$ cat config.mk
export PLATFORM = sky130hd
export DESIGN_NAME = nmea_sentence_field_splitter_core_flat
export DESIGN_NICKNAME = d
export VERILOG_FILES = /design/src/hdl/nsfs_pkg.sv /design/src/hdl/nsfs_if.sv /design/src/hdl/nmea_sentence_field_splitter_core.sv /design/src/flat_wrapper.sv
export SDC_FILE = /design/constraint.sdc
export NUM_CORES = 1
export LEC_CHECK = 0
export ABC_CLOCK_PERIOD_IN_PS = 6200
export BUFFER_PORTS_ARGS = -buffer_cell sky130_fd_sc_hd__buf_4
export CAP_MARGIN = 20
export CORE_MARGIN = 4
export CORE_UTILIZATION = 50
export CTS_CLUSTER_SIZE = 16
export DETAILED_ROUTE_END_ITERATION = 10
export PLACE_DENSITY = 0.72
export REMOVE_ABC_BUFFERS = 1
export SLEW_MARGIN = 0
export SYNTH_ARGS = -nofsm -noshare
export SYNTH_HDL_FRONTEND = slang
export SYNTH_SLANG_ARGS = --single-unit
$ cat constraint.sdc
create_clock -name clk -period 6.2 [get_ports clk]
set_clock_uncertainty 0.2 [all_clocks]
set_input_delay 1.24 -clock clk [delete_from_list [all_inputs] [get_ports clk]]
set_output_delay 1.24 -clock clk [all_outputs]
set_load 0.05 [all_outputs]
$ cat src/hdl/nsfs_pkg.sv
`default_nettype none

package nsfs_pkg;

    // Sizes of the header store and the field counters.
    localparam int HEADER_LEN = 8;
    localparam int MAX_FIELD  = 31;
    localparam int HDR_LEN_W  = $clog2(HEADER_LEN + 1);
    localparam int HDR_IDX_W  = $clog2(HEADER_LEN);
    localparam int FIELD_W    = $clog2(MAX_FIELD + 1);

    // Fixed widths of the payload words.
    localparam int BYTE_W = 8;
    localparam int KIND_W = 3;
    localparam int FNUM_W = 5;

    // Characters with a meaning of their own.
    localparam logic [BYTE_W-1:0] CHAR_CR    = 8'h0D;
    localparam logic [BYTE_W-1:0] CHAR_LF    = 8'h0A;
    localparam logic [BYTE_W-1:0] CHAR_COMMA = 8'h2C;

    // Sentence types, in search order after the unknown code.
    typedef enum logic [KIND_W-1:0] {
        KIND_UNKNOWN = 3'd0,
        KIND_RMC     = 3'd1,
        KIND_GGA     = 3'd2,
        KIND_GSA     = 3'd3,
        KIND_GSV     = 3'd4,
        KIND_VTG     = 3'd5,
        KIND_GLL     = 3'd6,
        KIND_RTK     = 3'd7
    } kind_t;

    localparam int KIND_COUNT = 7;
    localparam int TAG_MAX    = 6;

    typedef logic [BYTE_W-1:0] hdr_arr_t [HEADER_LEN];

    // Header tags, padded with zeros past their length.
    localparam logic [BYTE_W-1:0] TAG_CHARS [KIND_COUNT][TAG_MAX] = '{
        '{"R", "M", "C", 8'd0, 8'd0, 8'd0},
        '{"G", "G", "A", 8'd0, 8'd0, 8'd0},
        '{"G", "S", "A", 8'd0, 8'd0, 8'd0},
        '{"G", "S", "V", 8'd0, 8'd0, 8'd0},
        '{"V", "T", "G", 8'd0, 8'd0, 8'd0},
        '{"G", "L", "L", 8'd0, 8'd0, 8'd0},
        '{"$", "W", "T", "R", "T", "K"}
    };
    localparam int TAG_LEN [KIND_COUNT] = '{3, 3, 3, 3, 3, 3, 6};

    // Search the kept header bytes for each tag; the earliest tag in the list wins.
    function automatic kind_t classify(input hdr_arr_t hdr, input logic [HDR_LEN_W-1:0] hlen);
        kind_t kind;
        logic  hit;
        logic  ok;
        kind = KIND_UNKNOWN;
        for (int t = KIND_COUNT - 1; t >= 0; t--)
        begin
            hit = 1'b0;
            for (int s = 0; s < HEADER_LEN; s++)
            begin
                if (s + TAG_LEN[t] <= int'(hlen))
                begin
                    ok = 1'b1;
                    for (int k = 0; k < TAG_MAX; k++)
                    begin
                        if (k < TAG_LEN[t] && s + k < HEADER_LEN)
                        begin
                            if (hdr[s + k] != TAG_CHARS[t][k])
                            begin
                                ok = 1'b0;
                            end
                        end
                    end
                    hit = hit | ok;
                end
            end
            if (hit)
            begin
                kind = kind_t'(KIND_W'(t + 1));
            end
        end
        return kind;
    endfunction

    // Comma count that a complete sentence of each type reaches.
    function automatic logic [FIELD_W-1:0] min_commas(input kind_t kind);
        logic [FIELD_W-1:0] m;
        case (kind)
            KIND_RMC: m = FIELD_W'(12);
            KIND_GGA: m = FIELD_W'(12);
            KIND_GSA: m = FIELD_W'(18);
            KIND_GSV: m = FIELD_W'(8);
            KIND_VTG: m = FIELD_W'(9);
            KIND_GLL: m = FIELD_W'(7);
            KIND_RTK: m = FIELD_W'(11);
            default:  m = FIELD_W'(0);
        endcase
        return m;
    endfunction

endpackage

`default_nettype wire

$ cat src/hdl/nsfs_if.sv
`default_nettype none

// Input channel: one received character per word.
interface nsfs_in_if;
    logic                           valid;
    logic                           ready;
    logic [nsfs_pkg::BYTE_W-1:0]    rx_byte;

    modport source (output valid, output rx_byte, input ready);
    modport sink   (input valid, input rx_byte, output ready);
endinterface

// Output channel: one field character, field end or line end per word.
interface nsfs_out_if;
    logic                           valid;
    logic                           ready;
    logic [nsfs_pkg::KIND_W-1:0]    sentence_kind;
    logic [nsfs_pkg::FNUM_W-1:0]    field_number;
    logic [nsfs_pkg::BYTE_W-1:0]    data_char;
    logic                           char_valid;
    logic                           field_end;
    logic                           line_end;
    logic                           line_complete;

    modport source (output valid, output sentence_kind, output field_number,
                    output data_char, output char_valid, output field_end,
                    output line_end, output line_complete, input ready);
    modport sink   (input valid, input sentence_kind, input field_number,
                    input data_char, input char_valid, input field_end,
                    input line_end, input line_complete, output ready);
endinterface

`default_nettype wire

$ cat src/hdl/nmea_sentence_field_splitter_core.sv
// A result word is registered and valid on the output in the cycle after its byte is accepted.
// Throughput: one byte per cycle unless stalled by the output; the line state updates in the
// accept cycle and the result sits in a single output register refilled in the cycle it is taken.
// Bytes that cause no result (header bytes, empty line ends, unknown sentences) go at the same rate.
// Reset (rst_n low, asynchronous) closes any open line and empties the output register.
`default_nettype none

module nmea_sentence_field_splitter_core
(
    input  wire           clk,
    input  wire           rst_n,
    nsfs_in_if.sink       in_ch,
    nsfs_out_if.source    out_ch
);

    localparam int FIELD_W   = nsfs_pkg::FIELD_W;
    localparam int HDR_LEN_W = nsfs_pkg::HDR_LEN_W;
    localparam int HDR_IDX_W = nsfs_pkg::HDR_IDX_W;

    // Line state.
    logic                         in_line_reg,       in_line_next;
    nsfs_pkg::hdr_arr_t           header_chars_reg,  header_chars_next;
    logic [HDR_LEN_W-1:0]         header_length_reg, header_length_next;
    nsfs_pkg::kind_t              current_kind_reg,  current_kind_next;
    logic [FIELD_W-1:0]           field_counter_reg, field_counter_next;
    logic [FIELD_W-1:0]           comma_total_reg,   comma_total_next;

    // Output register.
    logic                             out_valid_reg,  out_valid_next;
    nsfs_pkg::kind_t                  out_kind_reg,   out_kind_next;
    logic [nsfs_pkg::FNUM_W-1:0]      out_fnum_reg,   out_fnum_next;
    logic [nsfs_pkg::BYTE_W-1:0]      out_char_reg,   out_char_next;
    logic                             out_cv_reg,     out_cv_next;
    logic                             out_fe_reg,     out_fe_next;
    logic                             out_le_reg,     out_le_next;
    logic                             out_lc_reg,     out_lc_next;

    logic                         in_fire;
    logic [nsfs_pkg::BYTE_W-1:0]  b;
    logic                         is_eol;
    logic                         is_comma;
    logic [HDR_LEN_W-1:0]         eff_hlen;
    nsfs_pkg::kind_t              eff_kind;
    logic [FIELD_W-1:0]           eff_fc;
    logic [FIELD_W-1:0]           eff_ct;
    nsfs_pkg::kind_t              kind_now;
    nsfs_pkg::kind_t              line_kind;
    logic                         emit;

    // The output register can take a new word when empty or being drained.
    assign in_ch.ready = !out_valid_reg || out_ch.ready;
    assign in_fire     = in_ch.valid && in_ch.ready;
    assign b           = in_ch.rx_byte;
    assign is_eol      = (b == nsfs_pkg::CHAR_CR) || (b == nsfs_pkg::CHAR_LF);
    assign is_comma    = (b == nsfs_pkg::CHAR_COMMA);

    // A byte outside a line sees the state of a freshly opened line.
    assign eff_hlen = in_line_reg ? header_length_reg : '0;
    assign eff_kind = in_line_reg ? current_kind_reg  : nsfs_pkg::KIND_UNKNOWN;
    assign eff_fc   = in_line_reg ? field_counter_reg : '0;
    assign eff_ct   = in_line_reg ? comma_total_reg   : '0;
    assign kind_now = nsfs_pkg::classify(header_chars_reg, eff_hlen);
    assign line_kind = (eff_fc == '0) ? kind_now : eff_kind;

    // Per-byte update of the line state and the result word.
    always_comb
    begin
        in_line_next       = in_line_reg;
        header_chars_next  = header_chars_reg;
        header_length_next = header_length_reg;
        current_kind_next  = current_kind_reg;
        field_counter_next = field_counter_reg;
        comma_total_next   = comma_total_reg;

        emit          = 1'b0;
        out_kind_next = eff_kind;
        out_fnum_next = eff_fc[nsfs_pkg::FNUM_W-1:0];
        out_char_next = '0;
        out_cv_next   = 1'b0;
        out_fe_next   = 1'b0;
        out_le_next   = 1'b0;
        out_lc_next   = 1'b0;

        if (in_fire)
        begin
            if (is_eol)
            begin
                if (in_line_reg)
                begin
                    emit          = 1'b1;
                    out_kind_next = line_kind;
                    out_le_next   = 1'b1;
                    out_lc_next   = (line_kind != nsfs_pkg::KIND_UNKNOWN) &&
                                    (eff_ct >= nsfs_pkg::min_commas(line_kind));
                    in_line_next       = 1'b0;
                    header_length_next = '0;
                    current_kind_next  = nsfs_pkg::KIND_UNKNOWN;
                    field_counter_next = '0;
                    comma_total_next   = '0;
                end
            end
            else
            begin
                in_line_next       = 1'b1;
                header_length_next = eff_hlen;
                current_kind_next  = eff_kind;
                field_counter_next = eff_fc;
                comma_total_next   = eff_ct;
                if (eff_fc == '0)
                begin
                    // Header: the first comma classifies, other bytes are kept while the store has room.
                    if (is_comma)
                    begin
                        current_kind_next  = kind_now;
                        field_counter_next = FIELD_W'(1);
                        comma_total_next   = FIELD_W'(1);
                    end
                    else if (int'(eff_hlen) < nsfs_pkg::HEADER_LEN)
                    begin
                        for (int i = 0; i < nsfs_pkg::HEADER_LEN; i++)
                        begin
                            if (eff_hlen[HDR_IDX_W-1:0] == HDR_IDX_W'(i))
                            begin
                                header_chars_next[i] = b;
                            end
                        end
                        header_length_next = eff_hlen + HDR_LEN_W'(1);
                    end
                end
                else if (is_comma)
                begin
                    // Field end: both counters saturate.
                    if (int'(eff_ct) < nsfs_pkg::MAX_FIELD)
                    begin
                        comma_total_next = eff_ct + FIELD_W'(1);
                    end
                    if (int'(eff_fc) < nsfs_pkg::MAX_FIELD)
                    begin
                        field_counter_next = eff_fc + FIELD_W'(1);
                    end
                    emit        = (eff_kind != nsfs_pkg::KIND_UNKNOWN);
                    out_fe_next = 1'b1;
                end
                else
                begin
                    emit          = (eff_kind != nsfs_pkg::KIND_UNKNOWN);
                    out_char_next = b;
                    out_cv_next   = 1'b1;
                end
            end
        end

        // Output word valid: loaded on accept, dropped once taken.
        if (in_fire)
        begin
            out_valid_next = emit;
        end
        else if (out_ch.ready)
        begin
            out_valid_next = 1'b0;
        end
        else
        begin
            out_valid_next = out_valid_reg;
        end
    end

    // Control state.
    always_ff @(posedge clk or negedge rst_n)
    begin
        if (!rst_n)
        begin
            in_line_reg       <= 1'b0;
            header_length_reg <= '0;
            current_kind_reg  <= nsfs_pkg::KIND_UNKNOWN;
            field_counter_reg <= '0;
            comma_total_reg   <= '0;
            out_valid_reg     <= 1'b0;
        end
        else
        begin
            in_line_reg       <= in_line_next;
            header_length_reg <= header_length_next;
            current_kind_reg  <= current_kind_next;
            field_counter_reg <= field_counter_next;
            comma_total_reg   <= comma_total_next;
            out_valid_reg     <= out_valid_next;
        end
    end

    // Header bytes and result payload.
    always_ff @(posedge clk)
    begin
        header_chars_reg <= header_chars_next;
        if (in_fire)
        begin
            out_kind_reg <= out_kind_next;
            out_fnum_reg <= out_fnum_next;
            out_char_reg <= out_char_next;
            out_cv_reg   <= out_cv_next;
            out_fe_reg   <= out_fe_next;
            out_le_reg   <= out_le_next;
            out_lc_reg   <= out_lc_next;
        end
    end

    // Drive the output channel.
    assign out_ch.valid         = out_valid_reg;
    assign out_ch.sentence_kind = out_kind_reg;
    assign out_ch.field_number  = out_fnum_reg;
    assign out_ch.data_char     = out_char_reg;
    assign out_ch.char_valid    = out_cv_reg;
    assign out_ch.field_end     = out_fe_reg;
    assign out_ch.line_end      = out_le_reg;
    assign out_ch.line_complete = out_lc_reg;

`ifndef NO_ASSERTIONS
    // With no line open, every counter is back at zero.
    a_idle_clear: assert property (@(posedge clk) disable iff (!rst_n)
        !in_line_reg |-> (field_counter_reg == '0 && comma_total_reg == '0 &&
                          header_length_reg == '0))
        else $error("line state not cleared outside a line");

    // Field and comma counters advance together.
    a_counters_agree: assert property (@(posedge clk) disable iff (!rst_n)
        comma_total_reg == field_counter_reg)
        else $error("comma total and field counter diverged");

    // An accepted line end always closes the line.
    a_eol_closes: assert property (@(posedge clk) disable iff (!rst_n)
        (in_fire && is_eol) |=> !in_line_reg)
        else $error("line still open after a line end");

    // A byte result only appears for a known sentence inside a data field.
    a_char_known: assert property (@(posedge clk) disable iff (!rst_n)
        (out_valid_reg && out_cv_reg) |->
            (out_kind_reg != nsfs_pkg::KIND_UNKNOWN && out_fnum_reg != '0 &&
             !out_fe_reg && !out_le_reg))
        else $error("byte result with unknown kind or wrong flags");

    // The header store never counts past its size.
    a_hlen_bound: assert property (@(posedge clk) disable iff (!rst_n)
        int'(header_length_reg) <= nsfs_pkg::HEADER_LEN)
        else $error("header length overran the header store");
`endif

endmodule

`default_nettype wire

$ cat src/flat_wrapper.sv
// flat-port wrapper written by rule: the top's interface ports become plain ports
module nmea_sentence_field_splitter_core_flat 
  (clk, rst_n, in_ch_valid, in_ch_rx_byte, in_ch_ready, out_ch_valid, out_ch_sentence_kind, out_ch_field_number, out_ch_data_char, out_ch_char_valid, out_ch_field_end, out_ch_line_end, out_ch_line_complete, out_ch_ready);
  nsfs_in_if in_ch_i ();
  nsfs_out_if out_ch_i ();
  input  wire clk;
  input  wire rst_n;
  input wire logic [$bits(in_ch_i.valid)-1:0] in_ch_valid;
  input wire logic [$bits(in_ch_i.rx_byte)-1:0] in_ch_rx_byte;
  output wire logic [$bits(in_ch_i.ready)-1:0] in_ch_ready;
  output wire logic [$bits(out_ch_i.valid)-1:0] out_ch_valid;
  output wire logic [$bits(out_ch_i.sentence_kind)-1:0] out_ch_sentence_kind;
  output wire logic [$bits(out_ch_i.field_number)-1:0] out_ch_field_number;
  output wire logic [$bits(out_ch_i.data_char)-1:0] out_ch_data_char;
  output wire logic [$bits(out_ch_i.char_valid)-1:0] out_ch_char_valid;
  output wire logic [$bits(out_ch_i.field_end)-1:0] out_ch_field_end;
  output wire logic [$bits(out_ch_i.line_end)-1:0] out_ch_line_end;
  output wire logic [$bits(out_ch_i.line_complete)-1:0] out_ch_line_complete;
  input wire logic [$bits(out_ch_i.ready)-1:0] out_ch_ready;
  assign in_ch_i.valid = in_ch_valid;
  assign in_ch_i.rx_byte = in_ch_rx_byte;
  assign in_ch_ready = in_ch_i.ready;
  assign out_ch_valid = out_ch_i.valid;
  assign out_ch_sentence_kind = out_ch_i.sentence_kind;
  assign out_ch_field_number = out_ch_i.field_number;
  assign out_ch_data_char = out_ch_i.data_char;
  assign out_ch_char_valid = out_ch_i.char_valid;
  assign out_ch_field_end = out_ch_i.field_end;
  assign out_ch_line_end = out_ch_i.line_end;
  assign out_ch_line_complete = out_ch_i.line_complete;
  assign out_ch_i.ready = out_ch_ready;
  nmea_sentence_field_splitter_core u_core (.clk(clk), .rst_n(rst_n), .in_ch(in_ch_i), .out_ch(out_ch_i));
endmodule
=== Yosys cells after proc, flatten, opt, wreduce, memory -nomap -nowiden ===
Index checks and enable logic that the tools add are counted.

* $add $sub $neg: 3
* Order comparisons: 15
* Eq/ne operators: 100
* Multiplexer cells: 275
* Bitwise operators: 51
* Reduce and logical (&&, ||, !) cells: 23

{| class="wikitable"
|+ Operators by type and width
! operator !! number
|-
| inequality test 8 x 7 -> 1 bit, second input constant || 74
|-
| 2-to-1 mux 1 bit || 237
|-
| 2-to-1 mux 5 bit || 16
|-
| inequality test 8 x 6 -> 1 bit, second input constant || 8
|-
| OR 1 bit || 49
|-
| AND reduction 6 bit || 8
|-
| 2-to-1 mux 3 bit || 15
|-
| case mux 5 bit (6 select lines) || 1
|-
| equality test 3 bit, second input constant || 8
|-
| less-or-equal comparator 4 bit, first input constant || 6
|-
| 2-to-1 mux 4 bit || 6
|-
| equality test 8 x 4 -> 1 bit, second input constant || 2
|-
| less-or-equal comparator 3 x 4 -> 1 bit, first input constant || 4
|-
| equality test 3 x 2 -> 1 bit, second input constant || 4
|-
| adder 5 x 1 -> 5 bit, second input constant || 2
|-
| less-than comparator 5 bit, second input constant || 2
|-
| equality test 8 x 6 -> 1 bit, second input constant || 1
|-
| equality test 3 x 1 -> 1 bit, second input constant || 2
|-
| nonzero test 3 bit || 2
|-
| >= comparator 5 bit || 1
|-
| zero test 5 bit || 1
|-
| adder 4 x 1 -> 4 bit, second input constant || 1
|-
| less-or-equal comparator 2 x 4 -> 1 bit, first input constant || 1
|-
| less-than comparator 4 bit, second input constant || 1
|-
| other kinds (10) || 15
|}

* Bits in registers: 103
* Output and inout port bits: 22

=== Longest topological paths before layout ===
Gate-level depths: netlist of the first run.

* Word-level depth: 38
* Mapped depth: 24
* Depth with buffers taken out: 20

=== Least setup slack after synthesis of the first run ===
No wires, ideal clock.

* Path type: reg-to-reg
* Start: register u_core.in_line_reg
* End: register u_core.out_lc_reg, in the netlist u_core.out_ch.line_complete (data pin)
* Setup time: 255 ps
* Arrival time: 4558 ps
* Data required time: 5745 ps
* Setup slack: 1187 ps
* Cell stages (with the launch flop): 24
* Path buffers: 4
* Period minus slack after synthesis: 5013 ps
* Path through: dfrtp_1 > buf_2 > clkbuf_1 > buf_2 > nand2_1 > ha_1 > o211a_1 > o2111ai_2 > nor3_1 > a221o_1 > or4_1 > buf_2 > nor4b_1 > a2111o_1 > a21oi_4 > a21oi_1 > ha_1 > nand2b_1 > a21o_1 > a21oi_1 > nor2b_1 > o21ai_0 > nand2b_1 > and3_1

* Word-level cells in the longest chain between the ends: 33
* Elaborated cells between the ends (all ways): 145

{| class="wikitable"
|+ RTL lines
! element !! RTL line !! source
|-
| from (decl) || nmea_sentence_field_splitter_core.sv:21 || <nowiki>logic in_line_reg, in_line_next;</nowiki>
|-
| from (signal assigned) || nmea_sentence_field_splitter_core.sv:182 || <nowiki>in_line_reg <= in_line_next;</nowiki>
|-
| 2-to-1 mux 4 bit || nmea_sentence_field_splitter_core.sv:58 || <nowiki>assign eff_hlen = in_line_reg ? header_length_reg : '0;</nowiki>
|-
| less-or-equal comparator 3 x 4 -> 1 bit || nsfs_pkg.sv:62 || <nowiki>if (s + TAG_LEN[t] <= int'(hlen))</nowiki>
|-
| 2-to-1 mux 1 bit || nsfs_pkg.sv:62 ||
|-
| OR 1 bit || nsfs_pkg.sv:75 || <nowiki>hit = hit | ok;</nowiki>
|-
| 2-to-1 mux 1 bit || nsfs_pkg.sv:62 ||
|-
| OR 1 bit || nsfs_pkg.sv:75 ||
|-
| 2-to-1 mux 1 bit || nsfs_pkg.sv:62 ||
|-
| OR 1 bit || nsfs_pkg.sv:75 ||
|-
| (+17 left out) || - ||
|-
| equality test 3 x 1 -> 1 bit / equality test 3 x 2 -> 1 bit (equally long branches) || nsfs_pkg.sv:89 || <nowiki>case (kind)</nowiki>
|-
| OR reduction 2 bit (no line) || - ||
|-
| case mux 5 bit (6 select lines) || nsfs_pkg.sv:89 ||
|-
| 2-to-1 mux 5 bit || nmea_sentence_field_splitter_core.sv:88 || <nowiki>if (in_line_reg)</nowiki>
|-
| 2-to-1 mux 5 bit || nmea_sentence_field_splitter_core.sv:86 || <nowiki>if (is_eol)</nowiki>
|-
| 2-to-1 mux 5 bit || nmea_sentence_field_splitter_core.sv:84 || <nowiki>if (in_fire)</nowiki>
|-
| >= comparator 5 bit || nmea_sentence_field_splitter_core.sv:94 || <nowiki>(eff_ct >= nsfs_pkg::min_commas(line_kind));</nowiki>
|-
| logical AND 1 bit || nmea_sentence_field_splitter_core.sv:93 || <nowiki>out_lc_next = (line_kind != nsfs_pkg::KIND_UNKNOWN) &&</nowiki>
|-
| to (signal assigned) || nmea_sentence_field_splitter_core.sv:203 || <nowiki>out_lc_reg <= out_lc_next;</nowiki>
|-
| to (decl) || nmea_sentence_field_splitter_core.sv:36 || <nowiki>logic out_lc_reg, out_lc_next;</nowiki>
|}

Several ways; a longest one is shown, not always the timed one. The select of a mux whose other input is x is not followed.
A chain may end at the register's enable or synchronous reset.

=== Final worst setup path of the first run ===
Ends and elaborated chain as after synthesis.

==> run_results.csv, run 1 <==
group,metric,value,unit
status,status,"finished, final reports clean",
timing,slew_viol_final,0,
timing,setup_viol,0,
global_routing,grt_max_degree,35,
worst_setup_path,required,6.11,ns
worst_setup_path,crit_slowest_cell,"or4_1",
drt,wl_per_cell,23.1,um
timing,slew_headroom,36.1,%
synth,ys_warn_count,0,
cells_and_area,num_antenna_cells,0,
synth,synth_cell_types,81,
cells_and_area,area_growth,11.0,%
synth,synth_edf_count,84,
worst_setup_path,cp_top_family,"compound AO/OA/AOI/OAI gates",
clocking,cts_tree,"done",
drt,vias_per_cell,6.66,
cells_and_area,largest_reg_flops,64,
timing,period_share,80.9,%
clocking,cts-hold-fix-buffers,0,
timing,hold_viol,0,
clocking,clk_pin_slew,0.07,ns
die,pin_count,34,
worst_setup_path,reg2reg_to,"u_core.out_ch.line_complete",
timing,tns,0,ns
cells_and_area,utilization,56.7,%
worst_setup_path,worstSetupPathDepth,20,
worst_setup_path,cp-end-kind,"register",
synth,yosysSeqAreaShare,49.1,%
worst_setup_path,path_cells,"nand2_1 -> inv_1 -> ha_1 -> o211a_1 -> o2111ai_2 -> nor3_1 -> a221o_1 -> or4_1 -> nor4b_1 -> a2111o_1 -> a21oi_4 -> a21oi_1 -> ha_1 -> nand2b_1 -> a21o_1 -> a21oi_1 -> nor2b_1 -> o21ai_0 -> nand2b_1 -> and3_1",
cells_and_area,final_cell_mix,"84 x edfxtp_1, 57 x nand2_1, 49 x nor2_1",
clocking,clockRootBuffer,"clkbuf_16",
power,power.density,305,nW/um^2
placement,dp_hpwl,13100,um
synth,syn-cell-area,6110,um^2
worst_setup_path,reg2reg_from,"u_core.in_line_reg",
placement,gp_congestion,1.08,
min_path,holdCritStartpoint,"u_core.field_counter_reg[1]",
drt,first_iter_violations,524,
timing,rsz0062_at_grt,"no",
cells_and_area,drive_above_1_share,12.7,%
synth,synth_cells,578,
global_routing,grt_pass1_wl,27300,um
cells_and_area,fin_area,6780,um^2
drt,vias,5053,
die,dieArea,14000,um^2
timing,fmax,199,MHz
cells_and_area,fin_nets,636,
global_routing,grt_use_total,25.3,%
worst_setup_path,r2r_setup_slack,1.19,ns
synth,synth_top_area_share,41.3,%
run,maxCapViolCount,0,
clocking,cts.repair.resized,0,
power,ir_drop,303,uV
drt,drcViolationCount,0,
synth,ys_ff_latch,103,
worst_setup_path,worstSetupStartpointType,"register",
clocking,cts_inserted_buffers,9,
min_path,hold_class,"reg -> reg",
timing,fin_crit,5.01,ns
worst_setup_path,worst-path-buf-inv,1,
drt,drtPass1Iterations,5,
cells_and_area,num-fill-cells,1017,
worst_setup_path,crit_end,"u_core.out_ch.line_complete",
die,die_h,119,um
synth,synthTopCellsByArea,"edfxtp_1 41%, dfrtp_1 7.8%, nand2_1 3.5%",
timing,finalWorstSetupSlack,1.19,ns
clocking,cts_sinks,103,
worst_setup_path,arrival,4.93,ns
global_routing,overflow,0,
clocking,htreeDepth,3,
worst_setup_path,crit_fanout,6,
worst_setup_path,crit_type,"reg -> reg",
synth,netlist.top_cell.by_area,"edfxtp_1",
die,rows,40,
worst_setup_path,crit_path_max_incr_delay,0.68,ns
clocking,cts_buffer_depth,2,
power,p_leak,0.00236,uW
timing,worst_pin_slew,0.953,ns
drt,postRouteWirelength,17500,um
placement,numPortBuffers,33,
synth,synth_ff_type,"edfxtp_1",
die,start_util,51.1,%
synth,async_flop_share,18.4,%
worst_setup_path,timing.reg2reg.worst_path_depth,20,
clocking,postCtsSetupBuffers,0,
die,core,12000,um^2
synth,syn_avg_cell_area,10.6,um^2
worst_setup_path,startpoint,"u_core.in_line_reg",
global_routing,grt_antenna_before_repair,0,
cells_and_area,layout_commonest_cell,"edfxtp_1",
placement,placed_area,6470,um^2
die,dieWidth,119,um
clocking,clk_latency,0.36,ns
global_routing,grt_pass1_vias,4881,
drt,ant_nets,0,
placement,pre_cts_ws,1.19,ns
## worst register-to-register path, cell delays in order, from the launching register on
cell       delay, ns
dfrtp_1         0.46
nand2_1         0.17
inv_1           0.13
ha_1            0.24
o211a_1         0.27
o2111ai_2       0.23
nor3_1          0.11
a221o_1         0.32
or4_1           0.68
nor4b_1         0.30
a2111o_1        0.26
a21oi_4         0.11
a21oi_1         0.16
ha_1            0.24
nand2b_1        0.14
a21o_1          0.18
a21oi_1         0.15
nor2b_1         0.06
o21ai_0         0.14
nand2b_1        0.07
and3_1          0.17
## per-stage QoR
step                      hold WS [ns]  total power, uW  std cells
after detailed placement         0.281             1510        743
after floorplan                  0.242             1320        559
after global placement           0.264             1490        743
after CTS                        0.290             2070        759
final                            0.293             2070        759
after global routing             0.315             2170        759
## report_power, final
part / leakage [uW] / total (uW) / switching, uW / internal, uW
sequential: 0.00102 / 914 / 67.5 / 847
clock: 0.000147 / 568 / 252 / 316
combinational: 0.00119 / 584 / 405 / 178
## routing by layer
layer | part of all wire [%] | GRT usage (%) | vias up | wire (um)
li1 | - | - | 2323 | -
met1 | 44 | 33.4 | 2428 | 7640
met2 | 45 | 39.4 | 244 | 7890
met3 | 7.1 | 7.03 | 58 | 1250
met4 | 4.1 | 10.6 | 0 | 724
met5 | 0 | 0 | - | 0
## cells by family after synthesis
| logic type | after synthesis | synth area share (%) |
|---|---|---|
| AND/OR/NAND/NOR | 326 | 32.1 |
| buffers and inverters | 32 | 2.38 |
| adder cells (fa/ha/maj) | 17 | 3.48 |
| XOR/XNOR | 2 | 0.287 |
| AO/OA/AOI/OAI | 94 | 11.9 |
| flip-flops | 103 | 49.1 |
| multiplexers | 4 | 0.717 |
## synth_stat cells, types with 13 or more instances
master / instances
nand2_1: 57
clkbuf_1: 13
nor4b_1: 15
nor2_1: 49
nor4_1: 19
nand3_1: 21
nand4_1: 29
o21ai_0: 23
nor2b_1: 15
nor3_1: 18
dfrtp_1: 19
edfxtp_1: 84
ha_1: 17
and2_1: 24
## area by class of cell
cell class              count  area [um^2]  area share [%]
flip-flops and latches    103         3000            44.2
multi-input cells         443         2960            43.7
inverters                  13         51.3           0.757
well taps                 147          184            2.71
clock inverters             6         72.6            1.07
clock buffers              10          229            3.38
repair buffers             37          278            4.10
## worst min path at each step
stage	end	slack [ns]	depth (start not counted)
floorplan	u_core.comma_total_reg[2]	0.24	2
detailed placement	u_core.field_counter_reg[1]	0.28	1
global route	u_core.field_counter_reg[0]	0.31	1
global placement	u_core.comma_total_reg[2]	0.26	2
CTS	u_core.comma_total_reg[0]	0.29	1
finish	u_core.field_counter_reg[1]	0.29	1
Note: power is estimated with default switching activity, not from simulation.
==> inputs of run 2 (changes only) <==
--- a/config.mk
+++ b/config.mk
@@ -5,7 +5,7 @@
 export SDC_FILE = /design/constraint.sdc
 export NUM_CORES = 1
 export LEC_CHECK = 0
-export ABC_CLOCK_PERIOD_IN_PS = 6200
+export ABC_CLOCK_PERIOD_IN_PS = 4950
 export BUFFER_PORTS_ARGS = -buffer_cell sky130_fd_sc_hd__buf_4
 export CAP_MARGIN = 20
 export CORE_MARGIN = 4
==> constraint.sdc (replaced) <==
create_clock -name clk -period 4.95 [get_ports clk]
set_clock_uncertainty 0.2 [all_clocks]
set_input_delay 0.99 -clock clk [delete_from_list [all_inputs] [get_ports clk]]
set_output_delay 0.99 -clock clk [all_outputs]
set_load 0.05 [all_outputs]
==> run_results.csv, run 2 (same netlist as run 1, synthesis figures left out) <==
group,metric,value,unit
clocking,clk_pin_slew,0.08,ns
power,ir_drop,259,uV
timing,slew_headroom,43.3,%
global_routing,overflow,0,
power,p_leak,0.00249,uW
min_path,holdCritStartpoint,"u_core.comma_total_reg[2]",
cells_and_area,layout_commonest_cell,"edfxtp_1",
drt,vias,5196,
min_path,hold-path-endpoint,"u_core.comma_total_reg[2]",
placement,placed_area,6630,um^2
worst_setup_path,worstSetupStartpointType,"register",
status,status,"finished, final reports clean",
clocking,cts_sinks,103,
min_path,hold_class,"reg -> reg",
cells_and_area,fin_nets,660,
cells_and_area,drive_above_1_share,17.5,%
power,power.density,377,nW/um^2
drt,drcViolationCount,0,
clocking,clk_latency,0.37,ns
clocking,htreeDepth,3,
min_path,whs_path_depth,2,
timing,tns,0,ns
timing,fin_crit,4.67,ns
placement,pre_cts_ws,0.0978,ns
cells_and_area,final_cell_mix,"84 x edfxtp_1, 61 x buf_4, 56 x nand2_1",
placement,placed_cells,764,
die,pin_count,34,
global_routing,grt_max_degree,30,
placement,gp_congestion,1.01,
drt,first_iter_violations,596,
timing,worst_pin_slew,0.844,ns
global_routing,grt_pass1_vias,5027,
global_routing,grt_antenna_before_repair,0,
clocking,cts_tree,"done",
worst_setup_path,reg2reg_to,"u_core.out_ch.line_complete",
timing,slew_viol_final,0,
die,die_h,119,um
global_routing,grt_pass1_wl,27900,um
clocking,cts_inserted_buffers,9,
run,maxCapViolCount,0,
cells_and_area,largest_reg_flops,64,
worst_setup_path,crit_type,"reg -> reg",
die,rows,40,
worst_setup_path,timing.reg2reg.worst_path_depth,20,
cells_and_area,fin_cells,783,
worst_setup_path,arrival,4.59,ns
placement,dp_hpwl,13400,um
global_routing,grt_use_total,25.9,%
drt,wl_per_cell,22.9,um
placement,numPortBuffers,33,
drt,vias_per_cell,6.64,
timing,hold_viol,0,
clocking,cts_buffer_depth,2,
die,core,12000,um^2
timing,period_share,94.3,%
drt,drtPass1Iterations,6,
worst_setup_path,cp-end-kind,"register",
worst_setup_path,crit_fanout,6,
worst_setup_path,required,4.87,ns
cells_and_area,area_growth,14.6,%
drt,postRouteWirelength,17900,um
cells_and_area,num-fill-cells,1000,
timing,fmax,214,MHz
die,start_util,51.1,%
clocking,clockRootBuffer,"clkbuf_16",
timing,finalWorstSetupSlack,0.283,ns
cells_and_area,fin_area,7000,um^2
cells_and_area,num_antenna_cells,0,
die,dieWidth,119,um
worst_setup_path,r2r_setup_slack,0.28,ns
die,dieArea,14000,um^2
drt,ant_nets,0,
timing,rsz0062_at_grt,"no",
timing,hold_ws,0.285,ns
worst_setup_path,reg2reg_from,"u_core.in_line_reg",
clocking,cts-hold-fix-buffers,0,
timing,setup_viol,0,
-- run 2: changes by cell type in the layout (fill, tap and decap cells not counted), moves of 2 or more --
cell,previous run,this run
inv_6,0,2
clkinv_4,2,0
nor4b_4,1,3
buf_4,37,61
nor4b_1,15,12
inv_8,0,3
-- run 2: cell type report --
type / count / area [um^2] / share of cell area [%]
clock buffers: 9 / 225 / 3.22
clock inverters: 7 / 71.3 / 1.02
inverters: 13 / 51.3 / 0.733
multi-input cells: 443 / 3010 / 43.0
flip-flops and latches: 103 / 3000 / 42.8
well taps: 147 / 184 / 2.63
repair buffers: 61 / 458 / 6.54
-- run 2: stage by stage --
stage | util, % | power, uW
finish | 58.5 | 2640
global route | 58.5 | 2770
CTS | 57.9 | 2640
detailed placement | 55.4 | 1930
global placement | 55.4 | 1910
floorplan | - | 1650
-- run 2: per-layer routing --
layer / share of wire, % / vias up / global-route usage [%]
met1: 43 / 2551 / 34.2
met5: 0 / - / 0
met4: 3.4 / 0 / 11.4
met2: 47 / 237 / 40.9
li1: - / 2364 / -
met3: 6.7 / 44 / 5.69
-- run 2: worst max-delay path by stage --
| stage | startpoint | to | slack [ns] | cells after the start |
|---|---|---|---|---|
| after floorplan | u_core.in_line_reg | u_core.out_ch.line_complete | -0.1 | 19 |
| after global placement | u_core.in_line_reg | u_core.out_ch.line_complete | 0.25 | 20 |
| after detailed placement | u_core.in_line_reg | u_core.out_ch.line_complete | 0.1 | 20 |
| after CTS | u_core.in_line_reg | u_core.out_ch.line_complete | 0.08 | 20 |
| after global routing | u_core.in_line_reg | u_core.out_ch.line_complete | 0.0001 | 22 |
| final | u_core.in_line_reg | u_core.out_ch.line_complete | 0.28 | 20 |
-- run 2: critical path, cell delays in order, from the launching register on --
cell and delay (ns):
dfrtp_2 0.45, nand2_2 0.11, inv_1 0.07, buf_4 0.15, ha_1 0.22, mux2i_2 0.30, o31ai_1 0.18, a221o_1 0.29
or4_4 0.61, nor4b_4 0.22, a2111o_1 0.22, a21oi_4 0.11, a21oi_1 0.16, ha_1 0.24, nand2b_1 0.14, a21o_1 0.17
a21oi_1 0.16, nor2b_1 0.06, o21ai_0 0.14, nand2b_1 0.07, and3_1 0.17
-- run 2: power by group --
part | switching [uW] | internal [uW] | total [uW]
logic | 540 | 253 | 793
clock network | 356 | 358 | 714
registers | 70.9 | 1060 | 1130
-- run 2: what timing repair did --
item,4_1_cts,5_1_grt
endpoints found under the hold margin,0,0
resized for setup,0,10
endpoints found under the setup margin,0,1
setup buffers,0,3
==> inputs of run 3 (changes only) <==
--- a/config.mk
+++ b/config.mk
@@ -6,7 +6,7 @@
 export NUM_CORES = 1
 export LEC_CHECK = 0
 export ABC_CLOCK_PERIOD_IN_PS = 4950
-export BUFFER_PORTS_ARGS = -buffer_cell sky130_fd_sc_hd__buf_4
+export BUFFER_PORTS_ARGS = -buffer_cell sky130_fd_sc_hd__buf_2
 export CAP_MARGIN = 20
 export CORE_MARGIN = 4
 export CORE_UTILIZATION = 50
==> run_results.csv, run 3 (same netlist as run 1, synthesis figures left out) <==
group,metric,value,unit
die,die_h,119,um
placement,gp_congestion,1.11,
timing,worst_pin_slew,0.922,ns
global_routing,grt_use_total,25.7,%
worst_setup_path,required,4.87,ns
timing,tns,0,ns
placement,dp_hpwl,13400,um
timing,hold_viol,0,
drt,drtPass1Iterations,5,
cells_and_area,final_cell_mix,"84 x edfxtp_1, 56 x nand2_1, 49 x nor2_1",
worst_setup_path,cp_common_cell,"buf_4",
cells_and_area,area_growth,13.2,%
worst_setup_path,crit_type,"reg -> reg",
die,rows,40,
cells_and_area,drive_above_1_share,17.3,%
cells_and_area,regArea,3000,um^2
clocking,clk_pin_slew,0.08,ns
clocking,clk_latency,0.36,ns
worst_setup_path,reg2reg_from,"u_core.in_line_reg",
global_routing,grt_pass1_vias,4998,
drt,vias,5193,
cells_and_area,multi_input_area,3030,um^2
min_path,hold_class,"reg -> reg",
timing,slew_viol_final,0,
cells_and_area,fin_nets,655,
drt,drcViolationCount,0,
worst_setup_path,startpoint,"u_core.in_line_reg",
worst_setup_path,crit_path_max_incr_delay,0.60,ns
drt,first_iter_violations,591,
worst_setup_path,path_cells,"buf_4 -> nand2_2 -> inv_4 -> ha_1 -> mux2i_4 -> nor4_1 -> a221oi_1 -> o211ai_1 -> buf_4 -> nor2_1 -> o31ai_2 -> a32oi_2 -> buf_4 -> a21o_1 -> ha_1 -> a21o_1 -> a21oi_2 -> nor2b_1 -> o21ai_0 -> nand2b_1 -> and3_1",
die,core,12000,um^2
drt,ant_nets,0,
drt,vias_per_cell,6.67,
timing,fmax,213,MHz
die,pin_count,34,
worst_setup_path,crit_fanout,10,
cells_and_area,num-fill-cells,979,
die,start_util,51.1,%
worst_setup_path,arrival,4.62,ns
worst_setup_path,cp-end-kind,"register",
worst_setup_path,worstSetupStartpointType,"register",
timing,hold_ws,0.282,ns
clocking,clockRootBuffer,"clkbuf_16",
clocking,cts_tree,"done",
worst_setup_path,crit_slowest_cell,"nor4_1",
min_path,holdCritStartpoint,"u_core.comma_total_reg[2]",
cells_and_area,largest_reg_flops,64,
status,status,"finished, final reports clean",
power,power.density,382,nW/um^2
placement,numPortBuffers,33,
cells_and_area,num_antenna_cells,0,
cells_and_area,utilization,57.8,%
global_routing,grt_max_degree,28,
clocking,cts_inserted_buffers,9,
drt,wl_per_cell,22.9,um
power,ir_drop,419,uV
worst_setup_path,worst-path-buf-inv,4,
timing,fin_crit,4.70,ns
timing,period_share,94.9,%
timing,slew_headroom,38.1,%
die,dieWidth,119,um
drt,postRouteWirelength,17800,um
global_routing,overflow,0,
clocking,cts_sinks,103,
global_routing,grt_pass1_wl,28000,um
die,dieArea,14000,um^2
power,p_leak,0.00244,uW
timing,setup_viol,0,
run,maxCapViolCount,0,
worst_setup_path,cp_top_family,"compound AO/OA/AOI/OAI gates",
power,power,2640,uW
clocking,htreeDepth,3,
clocking,cts_buffer_depth,2,
cells_and_area,layout_commonest_cell,"edfxtp_1",
global_routing,grt_antenna_before_repair,0,
run 3: worst paths after layout:
path	to	slack (ns)	depth (start not counted)
max reg2reg	u_core.out_ch.line_complete	0.25	21
min reg2reg	u_core.comma_total_reg[2]	0.28	2
max in group asynchronous	u_core.header_length_reg[3]	3.82	1
min in group asynchronous	u_core.out_ch.valid	0.38	1
max	u_core.out_ch.line_complete	0.25	21
min	u_core.comma_total_reg[2]	0.28	2
run 3: cell type report:
class,instances,share of cell area [%]
sequential,103,43.4
inverter,13,0.742
tap,147,2.66
clock buffer,9,3.26
multi-input combinational,443,43.8
timing repair buffer,56,4.89
clock inverter,7,1.32
run 3: metrics by stage:
step,instance area [um^2],setup slack (ns),std cells
2_1_floorplan,6010,-0.0966,559
6_report,6910,0.251,778
4_1_cts,6840,0.0405,776
5_1_grt,6910,-0.0795,778
3_5_place_dp,6520,0.0537,760
3_3_place_gp,6520,0.188,760
run 3: report_power, final:
part | leakage (uW) | internal, uW | switching [uW]
Combinational | 0.00126 | 226 | 536
Sequential | 0.00102 | 1060 | 75.2
Clock | 0.000151 | 403 | 337
Total | 0.00244 | 1690 | 948
run 3: repair_timing:
action | 4_1_cts | 5_1_grt
endpoints found under the hold margin | 0 | 0
endpoints found under the setup margin | 0 | 1
resized for setup | 0 | 13
buffers inserted | 0 | 2
hold buffers | 0 | 0
run 3: worst register-to-register path, delay by kind of cell, from the launching register on:
| family | cells | cell delay, ns |
|---|---|---|
| AO/OA/AOI/OAI | 8 | 1.48 |
| AND/OR/NAND/NOR | 6 | 1.08 |
| buffers and inverters | 4 | 0.70 |
| multiplexers | 1 | 0.11 |
| flip-flops | 1 | 0.41 |
| adder cells (fa/ha/maj) | 2 | 0.49 |
run 3: per-layer routing:
metal  GRT usage, %  part of all wire [%]
met5              0                     0
met1           34.0                    42
met4           9.49                   3.7
met3           7.32                   7.0
met2           40.6                    47
